## src/rtl/gibim_pkg.sv

```systemverilog
// Shared types and constants of the base (i-1) converter.
package gibim_pkg;

   localparam int FIELD_BITS = 16;                // width of each input part
   localparam int WORK_BITS  = FIELD_BITS + 2;    // working width of the x/y registers
   localparam int DIGIT_BITS = 64;                // packed digit word
   localparam int COUNT_BITS = 7;                 // digit count field

   typedef enum logic [0:0] {
      ST_IDLE,
      ST_RUN
   } state_type;

   // Control broadcast to every digit cell.
   typedef struct packed {
      logic clr;     // start of a new conversion
      logic step;    // one digit produced this cycle
      logic digit;   // value of that digit
   } cell_ctrl_type;

endpackage

```

## src/rtl/gibim_if.sv

```systemverilog
// Valid/ready channels of the base (i-1) converter.
interface gibim_req_if;
   logic                                   valid;
   logic                                   ready;
   logic signed [gibim_pkg::FIELD_BITS-1:0] real_part;
   logic signed [gibim_pkg::FIELD_BITS-1:0] imag_part;

   modport source (output valid, output real_part, output imag_part, input ready);
   modport sink   (input valid, input real_part, input imag_part, output ready);
endinterface

interface gibim_rsp_if;
   logic                              valid;
   logic                              ready;
   logic [gibim_pkg::DIGIT_BITS-1:0] digit_bits;
   logic [gibim_pkg::COUNT_BITS-1:0] digit_count;

   modport source (output valid, output digit_bits, output digit_count, input ready);
   modport sink   (input valid, input digit_bits, input digit_count, output ready);
endinterface

```

## src/rtl/gibim_cell.sv

```systemverilog
// One digit cell: holds a digit and the write token, passes the token right.
module gibim_cell (
   input  logic                     clock,
   input  logic                     reset,
   input  gibim_pkg::cell_ctrl_type ctrl,
   input  logic                     is_head,
   input  logic                     tok_left,
   output logic                     tok_out,
   output logic                     digit_out
);

   logic token_ff, token_in;
   logic digit_ff, digit_in;

   always_comb begin
      token_in = token_ff;
      digit_in = digit_ff;
      if (ctrl.clr) begin
         token_in = is_head;
         digit_in = 1'b0;
      end else if (ctrl.step) begin
         if (token_ff) begin
            digit_in = ctrl.digit;
         end
         token_in = tok_left;
      end
   end

   always_ff @(posedge clock) begin
      if (reset) begin
         token_ff <= 1'b0;
      end else begin
         token_ff <= token_in;
      end
   end

   always_ff @(posedge clock) begin
      digit_ff <= digit_in;
   end

   assign tok_out   = token_ff;
   assign digit_out = digit_ff;

endmodule

```

## src/rtl/gaussian_int_to_base_i_minus_one.sv

```systemverilog
// Top level: Gaussian integer to complex base (i-1) digit string converter.
//
//   channel   dir   word                          handshake
//   req_ch    in    real_part, imag_part          valid/ready
//   rsp_ch    out   digit_bits, digit_count       valid/ready
//
// An item with n digits (n <= MAX_DIGITS) is loaded, runs one x/y update step
// per digit, and is then handed to the output register.
// Digits are written by a token that walks the row of digit cells.
// A new word is taken while a finished one waits in the output register; the
// next finish then holds in RUN until that register drains.
// Synchronous active-high reset clears the control state and the output valid.
module gaussian_int_to_base_i_minus_one #(
   parameter int VALUE_BITS = 16,
   parameter int MAX_DIGITS = 64
) (
   input logic         clock,
   input logic         reset,
   gibim_req_if.sink   req_ch,
   gibim_rsp_if.source rsp_ch
);

   localparam int WB    = gibim_pkg::WORK_BITS;
   localparam int EXT_W = (VALUE_BITS < gibim_pkg::FIELD_BITS) ? VALUE_BITS
                                                               : gibim_pkg::FIELD_BITS;
   localparam int CNT_W = $clog2(MAX_DIGITS + 1);

   gibim_pkg::state_type state_ff, state_in;

   logic signed [WB-1:0] x_ff, x_in, y_ff, y_in;
   logic [CNT_W-1:0]     count_ff, count_in;

   logic                                 rsp_valid_ff, rsp_valid_in;
   logic [gibim_pkg::DIGIT_BITS-1:0]     rsp_bits_ff, rsp_bits_in;
   logic [gibim_pkg::COUNT_BITS-1:0]     rsp_count_ff, rsp_count_in;

   logic accept_w, running_w, finish_w, out_free_w;
   logic digit_w;
   logic signed [WB-1:0] xa_w, nx_w, ny_w, x_load_w, y_load_w;
   logic signed [WB:0]   dif_w, sum_w, neg_w;

   gibim_pkg::cell_ctrl_type ctrl_w;
   logic [MAX_DIGITS-1:0]    tok_w;
   logic [MAX_DIGITS-1:0]    digits_w;

   // Sign extension from the effective value width.
   assign x_load_w = {{(WB-EXT_W){req_ch.real_part[EXT_W-1]}}, req_ch.real_part[EXT_W-1:0]};
   assign y_load_w = {{(WB-EXT_W){req_ch.imag_part[EXT_W-1]}}, req_ch.imag_part[EXT_W-1:0]};

   // One division by (i-1): after removing the digit, x+y is even so the halvings are exact.
   assign digit_w = x_ff[0] ^ y_ff[0];
   assign xa_w    = x_ff - WB'(digit_w);
   assign dif_w   = {y_ff[WB-1], y_ff} - {xa_w[WB-1], xa_w};
   assign sum_w   = {xa_w[WB-1], xa_w} + {y_ff[WB-1], y_ff};
   assign neg_w   = -sum_w;
   assign nx_w    = dif_w[WB:1];
   assign ny_w    = neg_w[WB:1];

   assign running_w  = ((x_ff != '0) || (y_ff != '0)) && (count_ff < CNT_W'(MAX_DIGITS));
   assign out_free_w = !rsp_valid_ff || rsp_ch.ready;
   assign accept_w   = req_ch.valid && req_ch.ready;

   // Next state
   always_comb begin
      state_in = state_ff;
      unique case (state_ff)
         gibim_pkg::ST_IDLE: begin
            if (req_ch.valid) begin
               state_in = gibim_pkg::ST_RUN;
            end
         end
         gibim_pkg::ST_RUN: begin
            if (!running_w && out_free_w) begin
               state_in = gibim_pkg::ST_IDLE;
            end
         end
         default: state_in = gibim_pkg::ST_IDLE;
      endcase
   end

   // State outputs
   always_comb begin
      req_ch.ready = 1'b0;
      finish_w     = 1'b0;
      ctrl_w       = '0;
      unique case (state_ff)
         gibim_pkg::ST_IDLE: begin
            // no word is taken while reset is held
            req_ch.ready = !reset;
            ctrl_w.clr   = req_ch.valid;
         end
         gibim_pkg::ST_RUN: begin
            ctrl_w.step  = running_w;
            ctrl_w.digit = digit_w;
            finish_w     = !running_w && out_free_w;
         end
         default: ;
      endcase
   end

   always_comb begin
      x_in     = x_ff;
      y_in     = y_ff;
      count_in = count_ff;
      if (accept_w) begin
         x_in     = x_load_w;
         y_in     = y_load_w;
         count_in = '0;
      end else if (ctrl_w.step) begin
         x_in     = nx_w;
         y_in     = ny_w;
         count_in = count_ff + CNT_W'(1);
      end
   end

   always_comb begin
      rsp_valid_in = rsp_valid_ff && !rsp_ch.ready;
      rsp_bits_in  = rsp_bits_ff;
      rsp_count_in = rsp_count_ff;
      if (finish_w) begin
         rsp_valid_in = 1'b1;
         rsp_bits_in  = gibim_pkg::DIGIT_BITS'(digits_w);
         // zero input still reports one digit
         rsp_count_in = (count_ff == '0) ? gibim_pkg::COUNT_BITS'(1)
                                         : gibim_pkg::COUNT_BITS'(count_ff);
      end
   end

   always_ff @(posedge clock) begin
      if (reset) begin
         state_ff     <= gibim_pkg::ST_IDLE;
         rsp_valid_ff <= 1'b0;
      end else begin
         state_ff     <= state_in;
         rsp_valid_ff <= rsp_valid_in;
      end
   end

   always_ff @(posedge clock) begin
      x_ff         <= x_in;
      y_ff         <= y_in;
      count_ff     <= count_in;
      rsp_bits_ff  <= rsp_bits_in;
      rsp_count_ff <= rsp_count_in;
   end

   for (genvar k = 0; k < MAX_DIGITS; k++) begin : g_cell
      gibim_cell u_cell (
         .clock     (clock),
         .reset     (reset),
         .ctrl      (ctrl_w),
         .is_head   ((k == 0) ? 1'b1 : 1'b0),
         .tok_left  ((k == 0) ? 1'b0 : tok_w[(k == 0) ? 0 : k-1]),
         .tok_out   (tok_w[k]),
         .digit_out (digits_w[k])
      );
   end

   assign rsp_ch.valid       = rsp_valid_ff;
   assign rsp_ch.digit_bits  = rsp_bits_ff;
   assign rsp_ch.digit_count = rsp_count_ff;

endmodule

```

## src/flat_wrapper.sv

```systemverilog
// flat-port wrapper written by rule: the top's interface ports become plain ports
module gaussian_int_to_base_i_minus_one_flat 
#(
   parameter int VALUE_BITS = 16,
   parameter int MAX_DIGITS = 64
)
  (clock, reset, req_ch_valid, req_ch_real_part, req_ch_imag_part, req_ch_ready, rsp_ch_valid, rsp_ch_digit_bits, rsp_ch_digit_count, rsp_ch_ready);
  gibim_req_if req_ch_i ();
  gibim_rsp_if rsp_ch_i ();
  input logic clock;
  input logic reset;
  input wire logic [$bits(req_ch_i.valid)-1:0] req_ch_valid;
  input wire logic [$bits(req_ch_i.real_part)-1:0] req_ch_real_part;
  input wire logic [$bits(req_ch_i.imag_part)-1:0] req_ch_imag_part;
  output wire logic [$bits(req_ch_i.ready)-1:0] req_ch_ready;
  output wire logic [$bits(rsp_ch_i.valid)-1:0] rsp_ch_valid;
  output wire logic [$bits(rsp_ch_i.digit_bits)-1:0] rsp_ch_digit_bits;
  output wire logic [$bits(rsp_ch_i.digit_count)-1:0] rsp_ch_digit_count;
  input wire logic [$bits(rsp_ch_i.ready)-1:0] rsp_ch_ready;
  assign req_ch_i.valid = req_ch_valid;
  assign req_ch_i.real_part = req_ch_real_part;
  assign req_ch_i.imag_part = req_ch_imag_part;
  assign req_ch_ready = req_ch_i.ready;
  assign rsp_ch_valid = rsp_ch_i.valid;
  assign rsp_ch_digit_bits = rsp_ch_i.digit_bits;
  assign rsp_ch_digit_count = rsp_ch_i.digit_count;
  assign rsp_ch_i.ready = rsp_ch_ready;
  gaussian_int_to_base_i_minus_one #(.VALUE_BITS(VALUE_BITS), .MAX_DIGITS(MAX_DIGITS)) u_core (.clock(clock), .reset(reset), .req_ch(req_ch_i), .rsp_ch(rsp_ch_i));
endmodule
```

## config.mk

```make
export PLATFORM = sky130hd
export DESIGN_NAME = gaussian_int_to_base_i_minus_one_flat
export DESIGN_NICKNAME = d
export VERILOG_FILES = /design/src/rtl/gibim_pkg.sv /design/src/rtl/gibim_if.sv /design/src/rtl/gibim_cell.sv /design/src/rtl/gaussian_int_to_base_i_minus_one.sv /design/src/flat_wrapper.sv
export SDC_FILE = /design/constraint.sdc
export NUM_CORES = 1
export LEC_CHECK = 0
export BUFFER_PORTS_ARGS = -buffer_cell sky130_fd_sc_hd__buf_2
export CELL_PAD_IN_SITES_DETAIL_PLACEMENT = 0
export CELL_PAD_IN_SITES_GLOBAL_PLACEMENT = 1
export CORE_MARGIN = 2
export CORE_UTILIZATION = 40
export CTS_CLUSTER_SIZE = 10
export DETAILED_ROUTE_END_ITERATION = 16
export PLACE_DENSITY_LB_ADDON = 0.1
export SYNTH_ARGS = -nofsm -noshare
export SYNTH_HDL_FRONTEND = slang
export SYNTH_SLANG_ARGS = --single-unit
export TNS_END_PERCENT = 50
```

## constraint.sdc

```tcl
create_clock -name clock -period 11.95 [get_ports clock]
set_input_delay 0.5975 -clock clock [delete_from_list [all_inputs] [get_ports clock]]
set_output_delay 0.5975 -clock clock [all_outputs]
set_load 0.03 [all_outputs]
```

; Word level (Yosys, flattened, before mapping)
; Cells that the tools add are included.
[word_totals]
elab_cells = 237
input_bits = 36
output_inout_bits = 73
reg_bits = 244
[classes]
n_mux = 14
add_sub_neg = 5
n_bitwise = 2
magnitude_cmp = 1
reduce_logical = 80
[ops]
columns = cell, count
row1 = 2-bit AND reduction, 64
row2 = 18-bit two-way mux, 4
row3 = 18-bit nonzero test, 2
row4 = 18-bit by 18-bit adder with 19-bit output, 1
row5 = 19-bit negator, 1
row6 = 18-bit by 18-bit subtractor with 19-bit output, 1
row7 = 18-bit by 1-bit subtractor with 18-bit output, 1
row8 = 1-bit two-way mux, 8
row9 = 7-bit by 1-bit adder with 7-bit output (second input constant), 1
row10 = 7-bit zero test, 1
row11 = 7-bit < comparator (second input constant), 1
row12 = 1-bit logical AND, 4
row13 = 1-bit zero test, 4
row14 = 2-bit nonzero test, 2
row15 = 1-bit logical OR, 2
row16 = 2-bit two-way mux, 1
row17 = 1-bit case mux with 2 select lines, 1
row18 = 2-bit OR reduction, 1
row19 = 1-bit inverter, 1
row20 = 1-bit XOR, 1

; Depth between registers and ports, before layout
[depth]
ltp_word = 7
depth_mapped = 20

; Hierarchy
; A second synthesis with hierarchy kept.
[unflattened]
cells_unflattened = 1199
area_unflattened_um2 = 12597.1
[by_module_without_submodules]
columns = module, area_each_um2, cells_per_inst, seq_area_each_um2, instances
row1 = gaussian_int_to_base_i_minus_one, 6671.4, 623, 3393.3, 1
row2 = gibim_cell, 92.6, 9, 40.0, 64

; Least setup slack after synthesis
; Ideal clock, no wire load.
[synth_path]
path_kind = reg2reg
start = register u_core.y_ff[12]
end = register u_core.rsp_bits_ff (netlist bit u_core.rsp_ch.digit_bits[0]) (enable)
stages_incl_launch_ff = 7
path_buffers = 1
slack_ns = 6.675
t_arrival_ns = 4.764
t_required_ns = 11.439
path_cell_list = edfxtp_1 > clkbuf_1 > or4_1 > nor4_1 > a31oi_1 > nand2b_1 > nor2b_1
[synth_via]
elab_chain_len = 6
[synth_rtl]
columns = element, line
row1 = "start, declared", gaussian_int_to_base_i_minus_one.sv:30  ; logic signed [WB-1:0] x_ff, x_in, y_ff, y_in;
row2 = "start signal, assigned", gaussian_int_to_base_i_minus_one.sv:141  ; y_ff <= y_in;
row3 = 18-bit nonzero test, gaussian_int_to_base_i_minus_one.sv:59  ; assign running_w = ((x_ff != '0) || (y_ff != '0)) && (count_ff < CNT_W'(MAX_DIGITS));
row4 = 1-bit logical OR, gaussian_int_to_base_i_minus_one.sv:59
row5 = 1-bit logical AND, gaussian_int_to_base_i_minus_one.sv:59
row6 = 1-bit zero test, gaussian_int_to_base_i_minus_one.sv:95  ; finish_w = !running_w && out_free_w;
row7 = 1-bit logical AND, gaussian_int_to_base_i_minus_one.sv:95
row8 = 1-bit two-way mux, gaussian_int_to_base_i_minus_one.sv:86  ; unique case (state_ff)
row9 = via u_core.finish_w, gaussian_int_to_base_i_minus_one.sv:37  ; logic accept_w, running_w, finish_w, out_free_w;
row10 = "end signal, assigned", gaussian_int_to_base_i_minus_one.sv:143  ; rsp_bits_ff <= rsp_bits_in;
row11 = "end, declared", gaussian_int_to_base_i_minus_one.sv:34  ; logic [gibim_pkg::DIGIT_BITS-1:0] rsp_bits_ff, rsp_bits_in;
; The timed path passes the listed nets, and every way through them passes these cells.
; A chain may end at the register's enable or synchronous reset.

; Worst setup path in the final report
[layout_path]
start = register u_core.y_ff[0]
end = register u_core.y_ff[16], data pin
[layout_via]
elab_chain_len = 6
[layout_rtl]
columns = element, line
row1 = 1-bit XOR, gaussian_int_to_base_i_minus_one.sv:51  ; assign digit_w = x_ff[0] ^ y_ff[0];
row2 = 18-bit by 1-bit subtractor with 18-bit output, gaussian_int_to_base_i_minus_one.sv:52  ; assign xa_w = x_ff - WB'(digit_w);
row3 = 18-bit by 18-bit adder with 19-bit output *, gaussian_int_to_base_i_minus_one.sv:54  ; assign sum_w = {xa_w[WB-1], xa_w} + {y_ff[WB-1], y_ff};
row4 = 19-bit negator *, gaussian_int_to_base_i_minus_one.sv:55  ; assign neg_w = -sum_w;
row5 = 18-bit two-way mux *, gaussian_int_to_base_i_minus_one.sv:109  ; end else if (ctrl_w.step) begin
row6 = 18-bit two-way mux *, gaussian_int_to_base_i_minus_one.sv:105  ; if (accept_w) begin
row7 = via u_core.y_in[16], gaussian_int_to_base_i_minus_one.sv:30
; Mark *: on every way through the listed nets, which the timed path passes. The rest lies on a longest branch. The select of a mux whose other input is x is not followed.

==> flow_summary.ini <==
[outcome]
status = finished clean

[logic_synthesis]
synth-seq-cells = 244
netlist_area_sq_um = 10800
seq_area_frac_synth = 0.553
synth_nets = 1144
synth_edf_count = 107
synth.distinct_cells = 69
synth_flop_cell = dfxtp_1
yosys_warnings = 0
synth.avg_cell_area_sq_um = 10.1
syn_inst = 1069
async_flop_share = 0

[worst_setup_path]
rr_endpoint = u_core.y_ff[16]
cp.required_ns = 12.37
arrival_ns = 5.48
reg2reg_slack_ns = 6.89
critPathMaxFanout = 65
rr_startpoint = u_core.y_ff[0]
reg2regPathDepth = 18
cp-end-kind = register
crit_type = reg -> reg
worstSetupStartpointType = register

[min_path]
hold_path.class = in -> reg
min_from = req_ch_real_part[10]
min_path_cells = 3
whs_endpoint = u_core.x_ff[10]

[detailed_routing]
drcViolationCount = 0
drt_wl_total_microns = 24700
drtPass1Iterations = 5
viasPerCell = 5.24
drt_iter0_drc = 469
wire_per_inst_microns = 16.4
route.antenna.remaining_nets = 0
route.vias.total = 7887

[power_and_ir_drop]
p_leak_nw = 4.37
ir_drop_uv = 109
combPwrFrac = 0.437
p_clk_frac = 0.233
pwr-share-seq = 0.330
p_switching_mw = 1.30
p_total_mw = 3.44
power.density_nw_per_um2 = 277
swShare = 0.379
internal_power_mw = 2.14

[sta]
tns_ns = 0
rsz0062_at_grt = no
worst-slew-pin-transition_ns = 1.03
setup_viol = 0
finalCritPeriodShare = 0.424
layout_min_cycle_time_ns = 5.06
clock-skew-final_ns = 0.0166
hold_viol_final = 0
slew_viol_final = 0
fmax_mhz = 198
worst_slew_margin_rel = 0.314

[global_route]
grt_start_max_net_pins = 108
antenna_found_initial = 2
grt_pass1_vias = 7508
overflow = 0
grt_pass1_wl_microns = 40000
grt_util_all_layers = 0.173

[floorplanning]
die_area_sq_um = 28200
die_h_microns = 168
coreArea_sq_um = 26700
fp.dieW_microns = 168
start_util = 0.403
ios = 109
core.rowCount = 60

[clock_tree]
cts-resized-gates = 0
clk_latency_ns = 0.55
clk_pin_slew_ns = 0.06
postCtsSetupRepairBufs = 0
tritoncts = built
clock-sinks = 244
postCtsHoldBufs = 0
numCtsBuffers = 29
cts_buffer_depth = 3
cts_htree_levels = 1
clockRootBuffer = clkbuf_16

[cells_and_area]
multi_input_area_sq_um = 4450
final_nets = 1221
drive_gt1_frac = 0.154
finalInstanceArea_sq_um = 12400
nFillCells = 2604
num_antenna_cells = 0
area_growth_pct = 15.4
regArea_sq_um = 5960

[place]
place_area_sq_um = 11600
numPortBuffers = 108
dp_hpwl_microns = 15400
gp_congestion = 0.817

[job]
cap_violations = 0
-- cell type report --
type,count,area share
tap,341,0.0343
inverter,32,0.00966
clock buffer,47,0.0671
multi-input combinational,721,0.358
sequential,244,0.479
clock inverter,3,0.00242
timing repair buffer,118,0.0495
-- cell families after synthesis --
family / after synthesis / share of synthesized area
AOI/OAI and AO/OA: 299 / 0.178
xor gates and xnor gates: 59 / 0.0487
adders and majority gates: 42 / 0.0495
buffers and inverters: 104 / 0.0364
DFF: 244 / 0.553
muxes: 1 / 0.00139
and+or+nand+nor: 320 / 0.133
-- cell usage in the layout (no fill, tap or decap), drive strengths merged, types with 11 or more instances in the layout --
| cell | Yosys | routed |
|---|---|---|
| xnor2 | 39 | 39 |
| edfxtp | 107 | 107 |
| ha | 37 | 37 |
| buf | 12 | 118 |
| a311oi | 65 | 65 |
| xor2 | 20 | 20 |
| nand2 | 171 | 171 |
| dfxtp | 137 | 137 |
| clkbuf | 60 | 47 |
| a21oi | 164 | 164 |
| o21ai | 19 | 19 |
| nor2b | 14 | 14 |
| nor2 | 64 | 64 |
| inv | 32 | 33 |
| nand3 | 11 | 11 |
-- power groups by stage --
| stage | clock network, mW | logic, mW | registers, mW |
|---|---|---|---|
| after global placement | 0 | 1.50 | 1.16 |
| after detailed placement | 0 | 1.50 | 1.16 |
| after floorplan | 0 | 1.23 | 1.10 |
| final | 0.803 | 1.50 | 1.14 |
| after global routing | 0.862 | 1.70 | 1.15 |
| after CTS | 0.829 | 1.51 | 1.14 |
-- critical path, cell delays in order, from the launching register on --
cell and delay, ns:
edfxtp_1 0.45, ha_2 0.35, buf_4 0.60, xor2_1 0.21, nor2b_1 0.20, ha_1 0.21
inv_1 0.07, fa_1 0.20, nor2b_1 0.05, o21ai_0 0.19, a21boi_0 0.15, o21ai_0 0.21
a21boi_0 0.15, o21ai_0 0.38, a21oi_1 0.16, o41ai_1 0.58, o21ai_0 0.28, or3_1 0.39
nand3_1 0.08
-- flip-flops by register name, summed over array words and instances, names as in the netlist --
register,flops
u_core.g_cell.u_cell.digit_out,64
u_core.g_cell.u_cell.tok_out,64
u_core.rsp_ch.digit_bits,64
u_core.x_ff,18
u_core.y_ff,18
u_core.count_ff,7
u_core.rsp_ch.digit_count,7
u_core.rsp_ch.valid,1
u_core.state_ff,1
-- metrics by stage --
step	util	std cells	setup WS, ns	hold slack [ns]
CTS	0.465	1506	6.88	0.288
global route	0.465	1506	6.52	0.329
finish	0.465	1506	6.89	0.315
global placement	0.433	1456	7.01	0.413
detailed placement	0.433	1456	6.91	0.415
floorplan	-	1069	6.67	0.409
-- routing by layer --
metal  global-route usage  vias to the layer above  share of wire
li1                     -                     4023              -
met1                0.254                     3704           0.51
met2                0.267                      127           0.43
met3               0.0327                       29          0.046
met4               0.0394                        4          0.015
met5                    0                        -        0.00097
-- worst max path at each step --
stage	start	to	slack, ns
after global routing	u_core.y_ff[0]	u_core.y_ff[16]	6.52
after detailed placement	u_core.y_ff[0]	u_core.x_ff[15]	6.91
after global placement	u_core.y_ff[0]	u_core.x_ff[15]	7.01
after CTS	u_core.y_ff[0]	u_core.x_ff[15]	6.88
final	u_core.y_ff[0]	u_core.y_ff[16]	6.89
after floorplan	u_core.y_ff[12]	u_core.rsp_ch.digit_bits[0]	6.67
-- synth_stat cells (3+ instances only) --
cell type  count  area share
nand4_1        3      0.0017
xnor2_1       39       0.032
a21o_1         3      0.0021
xor2_1        19       0.015
nand2_1      171       0.060
o31ai_1        4      0.0028
or2_2          7      0.0041
nor2b_1       14      0.0081
o21bai_1       3      0.0021
o41ai_1        3      0.0024
maj3_1         3      0.0028
nor2_1        64       0.022
a31oi_1        7      0.0041
nand2b_1       4      0.0023
or3_1          3      0.0017
clkbuf_1      60       0.021
a311oi_1      64       0.052
a211oi_1       4      0.0028
nand3_1       11      0.0051
nor3b_1        5      0.0035
nor3_1         9      0.0042
a21boi_0       3      0.0021
o211ai_1       4      0.0028
nor4_1         8      0.0046
a21oi_1      163       0.076
buf_1         11      0.0038
dfxtp_1      137        0.25
o2111ai_1      3      0.0024
inv_1         32       0.011
edfxtp_1     107        0.30
o21ai_0       19      0.0088
ha_1          37       0.043
(Power assumes the default switching activity.)
